## src/hdl/sllm_pkg.sv

```systemverilog
// Package for the static linked list manager: command codes, sequencer states,
// stream field widths and parameter defaults. No dependencies.
package sllm_pkg;

  localparam int NODES_DEFAULT      = 64;
  localparam int DATA_WIDTH_DEFAULT = 32;

  localparam int CMD_W     = 3;
  localparam int VALUE_W   = 32;
  localparam int POS_W     = 6;
  localparam int IN_DATA_W = 32;
  localparam int IN_USER_W = 8;
  localparam int OUT_DATA_W = 16;

  typedef enum logic [CMD_W-1:0] {
    CMD_INSERT  = 3'd0,
    CMD_FIND    = 3'd1,
    CMD_DELETE  = 3'd2,
    CMD_REVERSE = 3'd3,
    CMD_CLEAR   = 3'd4
  } cmd_t;

  typedef enum logic [2:0] {
    ST_IDLE   = 3'b001,
    ST_STEP   = 3'b010,
    ST_RESULT = 3'b100
  } state_t;

endpackage

```

## src/hdl/sllm_ram.sv

```systemverilog
// Generic simple dual-port RAM: one write port, one read port, registered read.
// No dependencies.
module sllm_ram #(
  parameter int WIDTH = 32,
  parameter int DEPTH = 64
) (
  input  logic                     clk,
  input  logic                     we,
  input  logic [$clog2(DEPTH)-1:0] waddr,
  input  logic [WIDTH-1:0]         wdata,
  input  logic [$clog2(DEPTH)-1:0] raddr,
  output logic [WIDTH-1:0]         rdata
);

  logic [WIDTH-1:0] mem [DEPTH];

  always_ff @(posedge clk) begin
    if (we) begin
      mem[waddr] <= wdata;
    end
    rdata <= mem[raddr];
  end

endmodule

```

## src/hdl/static_linked_list_manager.sv

```systemverilog
// Static linked list manager: list and free chain held in two RAMs, walked by
// a one-node-per-cycle sequencer. Depends on sllm_pkg and sllm_ram.
//
// Usage:
//   Commands arrive on the s_ stream (s_tuser = command, s_tdata = value), one
//   result leaves on the m_ stream per command. Commands are taken one at a
//   time: s_tready is high only while the sequencer is idle.
//   Clear and unused codes go straight to the result; insert takes the free
//   head without a walk; delete and reverse walk the whole list, and find
//   walks it until the first match. A walk visits at most NODES list nodes.
//   Each visited node costs one read of the link and value RAMs; that read
//   loop sets the rate.
//   Heads of the list and the free chain live in registers; entries 0 and 1
//   of the RAMs are unused.
//   Reset empties the list and sets a fill mark so that every node not yet
//   handed out reads as the next free one. No clearing pass runs: s_tready
//   rises in the first cycle after reset. Clear does the same.
//   When the receiver stalls, the finished result holds in the output
//   register; one more command may be taken and run, and it waits until the
//   output register frees up.
module static_linked_list_manager #(
  parameter int NODES      = sllm_pkg::NODES_DEFAULT,
  parameter int DATA_WIDTH = sllm_pkg::DATA_WIDTH_DEFAULT
) (
  input  logic                            clk,
  input  logic                            rst,
  input  logic                            s_tvalid,
  output logic                            s_tready,
  input  logic [sllm_pkg::IN_DATA_W-1:0]  s_tdata,   // [31:0] value
  input  logic [sllm_pkg::IN_USER_W-1:0]  s_tuser,   // [2:0] cmd, [7:3] zero
  output logic                            m_tvalid,
  input  logic                            m_tready,
  output logic [sllm_pkg::OUT_DATA_W-1:0] m_tdata    // [5:0] position, [6] found,
                                                     // [7] status, [8] empty_res,
                                                     // [9] full_res, [15:10] zero
);

  import sllm_pkg::*;

  localparam int IDX_W = $clog2(NODES);
  localparam int CNT_W = IDX_W + 1;
  localparam logic [CNT_W-1:0] NODES_C    = CNT_W'(NODES);
  localparam logic [IDX_W-1:0] FIRST_NODE = IDX_W'(2);
  localparam logic [IDX_W-1:0] LAST_NODE  = IDX_W'(NODES - 1);

  state_t                state, state_next;
  cmd_t                  cmd_q, cmd_next;
  logic [DATA_WIDTH-1:0] val_q, val_next;
  logic [IDX_W-1:0]      cur, cur_next;
  logic [IDX_W-1:0]      prev, prev_next;
  logic [CNT_W-1:0]      steps, steps_next;
  logic                  dirty, dirty_next;
  logic [IDX_W-1:0]      head, head_next;
  logic [IDX_W-1:0]      free_head, free_head_next;
  logic [CNT_W-1:0]      hwm, hwm_next;
  logic [IDX_W-1:0]      res_pos, res_pos_next;
  logic                  res_found, res_found_next;
  logic                  res_status, res_status_next;
  logic                  out_valid, out_valid_next;
  logic [OUT_DATA_W-1:0] out_data, out_data_next;

  logic                  link_we;
  logic [IDX_W-1:0]      link_waddr;
  logic [IDX_W-1:0]      link_wdata;
  logic                  val_we;
  logic [IDX_W-1:0]      rd_addr;
  logic [IDX_W-1:0]      rd_link;
  logic [DATA_WIDTH-1:0] rd_val;

  logic [63:0]           v_ext;
  logic [DATA_WIDTH-1:0] v_in;
  logic                  live;
  logic                  fresh;
  logic [IDX_W-1:0]      virgin_next;
  logic [IDX_W+5:0]      pos_wide;

  assign v_ext = {{32{s_tdata[VALUE_W-1]}}, s_tdata[VALUE_W-1:0]};
  assign v_in  = v_ext[DATA_WIDTH-1:0];

  assign live  = (cur != '0) && ({1'b0, cur} < NODES_C) && (steps < NODES_C);
  // nodes at or above the fill mark were never handed out: link is implicit
  assign fresh       = ({1'b0, cur} >= hwm);
  assign virgin_next = (cur == LAST_NODE) ? '0 : cur + IDX_W'(1);
  assign pos_wide    = {6'b0, res_pos};

  assign s_tready = (state == ST_IDLE) && !rst;
  assign m_tvalid = out_valid;
  assign m_tdata  = out_data;

  sllm_ram #(.WIDTH(IDX_W), .DEPTH(NODES)) u_link_ram (
    .clk  (clk),
    .we   (link_we),
    .waddr(link_waddr),
    .wdata(link_wdata),
    .raddr(rd_addr),
    .rdata(rd_link)
  );

  sllm_ram #(.WIDTH(DATA_WIDTH), .DEPTH(NODES)) u_value_ram (
    .clk  (clk),
    .we   (val_we),
    .waddr(cur),
    .wdata(val_q),
    .raddr(rd_addr),
    .rdata(rd_val)
  );

  always_comb begin
    state_next      = state;
    cmd_next        = cmd_q;
    val_next        = val_q;
    cur_next        = cur;
    prev_next       = prev;
    steps_next      = steps;
    dirty_next      = dirty;
    head_next       = head;
    free_head_next  = free_head;
    hwm_next        = hwm;
    res_pos_next    = res_pos;
    res_found_next  = res_found;
    res_status_next = res_status;
    out_valid_next  = out_valid;
    out_data_next   = out_data;
    link_we         = 1'b0;
    link_waddr      = cur;
    link_wdata      = head;
    val_we          = 1'b0;
    rd_addr         = cur;

    if (m_tready) begin
      out_valid_next = 1'b0;
    end

    unique case (state)
      ST_IDLE: begin
        if (s_tvalid) begin
          cmd_next        = cmd_t'(s_tuser[CMD_W-1:0]);
          val_next        = v_in;
          prev_next       = '0;
          steps_next      = '0;
          dirty_next      = 1'b0;
          res_pos_next    = '0;
          res_found_next  = 1'b0;
          res_status_next = 1'b0;
          case (cmd_t'(s_tuser[CMD_W-1:0]))
            CMD_INSERT: begin
              cur_next   = free_head;
              rd_addr    = free_head;
              state_next = ST_STEP;
            end
            CMD_FIND, CMD_DELETE, CMD_REVERSE: begin
              cur_next   = head;
              rd_addr    = head;
              state_next = ST_STEP;
            end
            CMD_CLEAR: begin
              head_next      = '0;
              free_head_next = FIRST_NODE;
              hwm_next       = CNT_W'(2);
              state_next     = ST_RESULT;
            end
            default: begin
              state_next = ST_RESULT;
            end
          endcase
        end
      end

      ST_STEP: begin
        case (cmd_q)
          CMD_INSERT: begin
            state_next = ST_RESULT;
            if (live) begin
              free_head_next = fresh ? virgin_next : rd_link;
              if (fresh) begin
                hwm_next = {1'b0, cur} + CNT_W'(1);
              end
              link_we      = 1'b1;
              link_waddr   = cur;
              link_wdata   = head;
              val_we       = 1'b1;
              head_next    = cur;
              res_pos_next = cur;
            end else begin
              res_status_next = 1'b1;
            end
          end

          CMD_FIND: begin
            if (!live) begin
              state_next = ST_RESULT;
            end else if (rd_val == val_q) begin
              res_pos_next   = cur;
              res_found_next = 1'b1;
              state_next     = ST_RESULT;
            end else begin
              cur_next   = rd_link;
              steps_next = steps + CNT_W'(1);
              rd_addr    = rd_link;
            end
          end

          CMD_DELETE: begin
            if (!live || (rd_val != val_q)) begin
              // close a run of removed nodes: predecessor skips to this node
              if (dirty) begin
                if (prev == '0) begin
                  head_next = cur;
                end else begin
                  link_we    = 1'b1;
                  link_waddr = prev;
                  link_wdata = cur;
                end
              end
            end
            if (!live) begin
              state_next = ST_RESULT;
            end else begin
              if (rd_val == val_q) begin
                link_we        = 1'b1;
                link_waddr     = cur;
                link_wdata     = free_head;
                free_head_next = cur;
                dirty_next     = 1'b1;
                res_found_next = 1'b1;
              end else begin
                prev_next  = cur;
                dirty_next = 1'b0;
              end
              cur_next   = rd_link;
              steps_next = steps + CNT_W'(1);
              rd_addr    = rd_link;
            end
          end

          CMD_REVERSE: begin
            if (!live) begin
              head_next  = prev;
              state_next = ST_RESULT;
            end else begin
              link_we    = 1'b1;
              link_waddr = cur;
              link_wdata = prev;
              prev_next  = cur;
              cur_next   = rd_link;
              steps_next = steps + CNT_W'(1);
              rd_addr    = rd_link;
            end
          end

          default: begin
            state_next = ST_RESULT;
          end
        endcase
      end

      ST_RESULT: begin
        // hold the result until the output register is free
        if (!out_valid || m_tready) begin
          out_valid_next = 1'b1;
          out_data_next  = {6'b0, (free_head == '0), (head == '0), res_status,
                            res_found, pos_wide[POS_W-1:0]};
          state_next     = ST_IDLE;
        end
      end

      default: begin
        state_next = ST_IDLE;
      end
    endcase
  end

  always_ff @(posedge clk) begin
    if (rst) begin
      state     <= ST_IDLE;
      head      <= '0;
      free_head <= FIRST_NODE;
      hwm       <= CNT_W'(2);
      out_valid <= 1'b0;
      steps     <= '0;
    end else begin
      state     <= state_next;
      head      <= head_next;
      free_head <= free_head_next;
      hwm       <= hwm_next;
      out_valid <= out_valid_next;
      steps     <= steps_next;
    end
    cmd_q      <= cmd_next;
    val_q      <= val_next;
    cur        <= cur_next;
    prev       <= prev_next;
    dirty      <= dirty_next;
    res_pos    <= res_pos_next;
    res_found  <= res_found_next;
    res_status <= res_status_next;
    out_data   <= out_data_next;
  end

  a_one_cmd: assert property (@(posedge clk) disable iff (rst)
    (s_tvalid && s_tready) |=> !s_tready)
    else $error("second command taken while one is running");

  a_walk_bound: assert property (@(posedge clk) disable iff (rst)
    steps <= NODES_C)
    else $error("walk ran past the node count");

  a_fill_range: assert property (@(posedge clk) disable iff (rst)
    (hwm >= CNT_W'(2)) && (hwm <= NODES_C))
    else $error("fill mark out of range");

  a_full_fill: assert property (@(posedge clk) disable iff (rst)
    (free_head == '0) |-> (hwm == NODES_C))
    else $error("free chain empty while fresh nodes remain");

endmodule

```

## config.mk

```make
export PLATFORM = sky130hd
export DESIGN_NAME = static_linked_list_manager
export DESIGN_NICKNAME = d
export VERILOG_FILES = /design/src/hdl/sllm_pkg.sv /design/src/hdl/sllm_ram.sv /design/src/hdl/static_linked_list_manager.sv
export SDC_FILE = /design/constraint.sdc
export NUM_CORES = 2
export LEC_CHECK = 0
export BUFFER_PORTS_ARGS = -buffer_cell sky130_fd_sc_hd__buf_2
export CAP_MARGIN = 15
export CORE_AREA = 2 2 462 464
export DETAILED_ROUTE_END_ITERATION = 10
export DIE_AREA = 0 0 464 466
export GPL_ROUTABILITY_DRIVEN = 0
export PLACE_DENSITY_LB_ADDON = 0.25
export SLEW_MARGIN = 20
export SYNTH_ARGS = -nofsm -noshare
export SYNTH_HDL_FRONTEND = slang
export SYNTH_SLANG_ARGS = --single-unit
```

## constraint.sdc

```tcl
create_clock -name clk -period 12.75 [get_ports clk]
set_clock_uncertainty 0.15 [all_clocks]
set_input_delay 1.9125 -clock clk [delete_from_list [all_inputs] [get_ports clk]]
set_output_delay 1.9125 -clock clk [all_outputs]
set_load 0.02 [all_outputs]
```

## Word-level counts from Yosys, hierarchy flattened

Memories as Yosys holds them, arrays and structs flattened. A register that Yosys moved wholly into a read port is not among the register bits.
Cells that the tools add are included.

| cells by class | value |
|---|---|
| $lt $le $gt $ge | 2 |
| equality and inequality tests | 43 |
| reduce and logical (&&, ||, !) cells | 31 |
| add/sub/neg operators | 3 |
| mux-type cells | 96 |

Operator list:

| kind | number |
|---|---|
| $mux W6 | 35 |
| $pmux W6 S2 | 11 |
| $mux W7 | 9 |
| $ne A3 B3 Y1 const B | 14 |
| $pmux W7 S2 | 3 |
| $eq A32 B32 Y1 | 1 |
| $ne A32 B32 Y1 | 1 |
| $mux W1 | 25 |
| $reduce_and A6 Y1 | 4 |
| $logic_not A6 Y1 | 3 |
| $mux W3 | 6 |
| $pmux W6 S3 | 1 |
| $eq A3 B2 Y1 const B | 5 |
| $ne A2 B2 Y1 const B | 7 |
| $reduce_and A4 Y1 | 3 |
| $eq A3 B1 Y1 const B | 3 |
| $pmux W3 S3 | 1 |
| $reduce_and A9 Y1 | 1 |
| $pmux W1 S2 | 4 |
| $add A6 B1 Y7 const B | 1 |
| $add A7 B1 Y7 const B | 1 |
| $ge A6 B7 Y1 | 1 |
| $lt A7 B7 Y1 const B | 1 |
| $reduce_and A7 Y1 | 1 |
| 20 further kinds | 33 |

| storage, ports and cells | value |
|---|---|
| input bits | 44 |
| word-level logic and storage cells | 192 |
| register bits after elaboration | 96 |
| output and inout bits | 18 |
| memories | 2 |
| bits in writable memories | 2432 |

Memories:

| memory | depth | bits a word | rd ports | clocked after memory_dff | write ports | RTL line | text |
|---|---|---|---|---|---|---|---|
| u_value_ram.mem | 64 | 32 | 1 | 1 | 1 | sllm_ram.sv:15 | `logic [WIDTH-1:0] mem [DEPTH];` |
| u_link_ram.mem | 64 | 6 | 1 | 1 | 1 | sllm_ram.sv:15 |  |

## Logic depth before layout (Yosys ltp)

| logic depth | value |
|---|---|
| depth in word-level cells | 11 |
| depth in mapped cells | 19 |
| mapped depth without buffers | 13 |

## By module

A second synthesis with hierarchy kept.

| unflattened totals | value |
|---|---|
| cell total of the unflattened synthesis | 4528 |
| area, all modules | 98823.5 µm² |

Modules (own cells, without submodules):

| module | instances | cells each | area an instance (µm²) | seq. area each (µm²) |
|---|---|---|---|---|
| sllm_ram (u_value_ram) | 1 | 3324 | 78515.3 | 62139.6 |
| sllm_ram (u_link_ram) | 1 | 729 | 15205.8 | 11651.2 |
| static_linked_list_manager | 1 | 475 | 5102.4 | 2522.4 |

## Worst setup path after synthesis

OpenSTA, ideal clock, no wires.

| path | value |
|---|---|
| path kind | register to register |
| from | register val_q[29] |
| to | memory u_link_ram.mem[0][1] in the netlist's numbering (data pin) |
| clock period less this slack | 6.001 ns |
| cell stages (with the launch flop) | 10 |
| required time | 11.898 ns |
| arrival time | 5.150 ns |
| slack | 6.749 ns |
| buffers on the path | 1 |
| library setup time | 0.702 ns |
| cells stage by stage | edfxtp_1 > xor2_1 > nor4_1 > nand4_1 > nor2_1 > nand2_1 > clkbuf_1 > a21oi_1 > a22oi_1 > o21ai_0 |

| between the ends | value |
|---|---|
| word-level cells in the longest chain between the ends | 7 |
| elaborated cells on any way between the ends | 8 |
| classes of those cells | eq/ne: 2; mux: 5; reduce/logical: 1 |

Ends and longest elaborated chain:

| what | RTL line | text |
|---|---|---|
| start, declared | static_linked_list_manager.sv:48 | `logic [DATA_WIDTH-1:0] val_q, val_next;` |
| start signal, assigned | static_linked_list_manager.sv:290 | `val_q <= val_next;` |
| $ne A32 B32 Y1 | static_linked_list_manager.sv:204 | `if (!live \|\| (rd_val != val_q)) begin` |
| $logic_or A1 B1 Y1 | static_linked_list_manager.sv:204 |  |
| $mux W6 | static_linked_list_manager.sv:204 |  |
| $mux W6 | static_linked_list_manager.sv:219 | `if (rd_val == val_q) begin` |
| $mux W6 * | static_linked_list_manager.sv:216 | `if (!live) begin` |
| $pmux W6 S2 * | static_linked_list_manager.sv:170 | `case (cmd_q)` |
| $mux W6 * | static_linked_list_manager.sv:134 | `unique case (state)` |
| net link_wdata[1] | static_linked_list_manager.sv:64 | `logic [IDX_W-1:0] link_wdata;` |
| end, declared | sllm_ram.sv:15 |  |

Mark *: on every way through the listed nets, which the timed path passes. The rest lies on a longest branch.

## Worst setup path after layout

| path | value |
|---|---|
| from | register val_q[3] |
| to | register u_link_ram.rdata[5] (read register of u_link_ram.mem) |

| between the ends | value |
|---|---|
| word-level cells in the longest chain between the ends | 5 |

Ends and longest elaborated chain:

| what | RTL line | text |
|---|---|---|
| $eq A32 B32 Y1 | static_linked_list_manager.sv:192 | `end else if (rd_val == val_q) begin` |
| $mux W6 (2 in a row) | -- |  |
| $pmux W6 S2 | -- |  |
| $pmux W6 S2 | static_linked_list_manager.sv:134 |  |
| end, declared | sllm_ram.sv:12 | `output logic [WIDTH-1:0] rdata` |

Every way passes these cells.
A chain may end at the register's enable or synchronous reset.

==> flow_summary.json <==
{
  "status": "finished clean",
  "p_leak_nw": 37.3,
  "core-area_mm2": 0.211,
  "htree_levels": 5,
  "hold_violations": 0,
  "synth_area_per_cell_um2": 15.5,
  "cp-end-kind": "flip-flop",
  "worstMarginPinSlew_ns": 1.29,
  "slew_headroom_pct": 13.2,
  "fin_crit_ns": 8.22,
  "final_cell_mix": "edfxtp_1, nand2_1, mux2i_1, nand3_1, clkbuf_16",
  "cp_num_buf_inv": 5,
  "drt_iter0_drc": 9045,
  "cts_tree": "done",
  "grt_pass1_vias": 57632,
  "start_util_pct": 47.8,
  "p_total_mw": 20.8,
  "hp-class": "flip-flop to flip-flop",
  "clk_path_buf_depth": 4,
  "wl_per_cell_um": 31.3,
  "ys_top_cells_by_area": "edfxtp_1, mux2i_1, nand2_1, nand3_1, o22ai_1",
  "cp-start-kind": "flip-flop",
  "portBuffers": 50,
  "worstPathMaxFanout": 63,
  "grt_start_max_net_pins": 127,
  "dp_cells": 9204,
  "ys_seq_area_share_pct": 75.6,
  "layout.nets": 6720,
  "maxClockFrequency_ghz": 0.122,
  "setup_violations": 0,
  "die_w_um": 464,
  "path_cells": "buf_4 -> xor2_1 -> nor4_1 -> and4_1 -> nand2_1 -> a211oi_4 -> buf_4 -> buf_4 -> buf_4 -> buf_4 -> nand2_1 -> and3_1 -> a2111oi_0 -> a41oi_1 -> nand4_1",
  "die_area_mm2": 0.216,
  "p_per_area_mw_per_mm2": 182,
  "cp_slowest_cell": "nor4_1",
  "dp_hpwl_mm": 166,
  "layout_commonest_cell": "edfxtp_1",
  "peakVddDrop_mv": 0.159,
  "clock_latency_ns": 0.94,
  "ys_warn_count": 0,
  "row_count": 169,
  "grt_pass1_wl_mm": 424,
  "wl_mm": 303,
  "ios": 62,
  "stdcell_count": 9694,
  "drtPass1Iterations": 6,
  "setup.worst_path.class": "flip-flop to flip-flop",
  "netlist_area_mm2": 0.101,
  "cp.arrival_ns": 8.93,
  "area_growth_pct": 12.8,
  "async_flop_share_pct": 0,
  "clk_pin_slew_ns": 0.06,
  "wl_met3_mm": 35.8,
  "fillers": 16738,
  "num_vias": 61083,
  "path_delay_family": "buffers and inverters",
  "top_layer": "met5",
  "drive_gt1_share_pct": 11.4,
  "die_y_um": 466,
  "cts_hold_buf": 0,
  "root_buffer": "clkbuf_16",
  "grt_use_total_pct": 27.4,
  "ant_nets": 0,
  "met2_length_mm": 138,
  "antenna_found_initial": 13,
  "wl_met1_mm": 117,
  "ys_types": 82,
  "drc_errors": 0,
  "synth_edf_count": 2492,
  "synthFlopType": "edfxtp_1",
  "critPathRequiredTime_ns": 13.46,
  "rsz0062_at_grt": "no",
  "period_share_pct": 64.5,
  "fin_setup_tns_ns": 0,
  "grt.overflow.total": 0,
  "synth_top_area_cell": "edfxtp_1",
  "slowest_delay_ns": 1.11,
  "post-route-util_pct": 53.9,
  "synth_cells": 6523,
  "post_cts_resize_count": 0,
  "slew_viol_final": 0,
  "vias_per_cell": 6.30,
  "cts_made_buffers": 282,
  "clock-sinks": 2566,
  "post_cts_buffers": 0,
  "ys_seq_elements": 2566,
  "cap_violations": 0,
  "crit_top_cell": "buf_4",
  "synth_top_area_share_pct": 74.1
}
[layout make-up]
type	count	area, µm²	area share (%)
Antenna cell	5	12.5	0.0110
Clock buffer	385	7720	6.78
Clock inverter	100	845	0.742
Inverter	27	121	0.107
Multi-Input combinational cell	3537	23400	20.6
Sequential cell	2566	76300	67.0
Tap cell	2821	3530	3.10
Timing Repair Buffer	253	1870	1.65
[synthesized netlist by cell type (18+ instances only)]
library cell and number:
mux2i_1 764, nor3_1 32, o41ai_1 29, xor2_1 30, nand2_1 892, or4_1 18, a21oi_1 189, o221ai_1 50
o22ai_1 269, and3_1 25, nor2_1 201, mux2_2 71, or3_1 22, nand3_1 342, buf_1 51, o21ai_0 137
clkbuf_1 184, a31oi_1 28, nand4_1 77, buf_4 22, buf_2 139, inv_1 24, o21ai_1 18, dfxtp_1 74
edfxtp_1 2492, a22oi_1 22, a32oi_1 22
[routing by layer]
layer	global-route usage, %	vias up
li1	-	25653
met1	37.2	30952
met2	42.2	3755
met3	7.47	713
met4	10.7	10
met5	0	-
[power by group]
group	internal [mW]	switching, mW	leakage, nW	total, mW
clock	4.51	3.20	4.18	7.71
combinational	1.07	2.55	10.8	3.62
sequential	9.35	0.0806	22.3	9.43
total	14.9	5.83	37.3	20.8
[per-stage QoR]
stage | area (µm²) | setup WS (ns) | hold WS (ns)
after detailed placement | 105000 | 4.62 | 0.255
final | 114000 | 4.53 | 0.267
after CTS | 114000 | 4.95 | 0.269
after floorplan | 101000 | 6.75 | 0.250
after global placement | 105000 | 4.70 | 0.259
after global routing | 114000 | 4.38 | 0.273
[cells by family after synthesis]
logic type / Yosys count / synth area share [%]
buffers and inverters: 425 / 1.85
AND/OR/NAND/NOR: 1678 / 7.31
multiplexers: 840 / 8.46
other: 1 / 0.00371
flip-flops: 2566 / 75.6
adder cells (fa/ha/maj): 9 / 0.112
XOR/XNOR: 42 / 0.364
AO/OA/AOI/OAI: 962 / 6.32
[state kept, by name, indices dropped and copies added, names as in the netlist, 7 cells and up]
register and flops:
hwm 7, u_link_ram.mem 384, val_q 32, m_tdata 10, steps 7, u_value_ram.rdata 32
u_value_ram.mem 2048
[worst paths after layout]
check                       start                          end  slack (ns)  cells past startpoint
max            val_q[3]$_DFFE_PP_  u_link_ram.rdata[5]$_DFF_P_        4.53                     15
min          res_status$_DFFE_PP_         m_tdata[7]$_DFFE_PP_        0.27                      0
max reg2reg    val_q[3]$_DFFE_PP_  u_link_ram.rdata[5]$_DFF_P_        4.53                     15
min reg2reg  res_status$_DFFE_PP_         m_tdata[7]$_DFFE_PP_        0.27                      0
(Power assumes the default switching activity.)
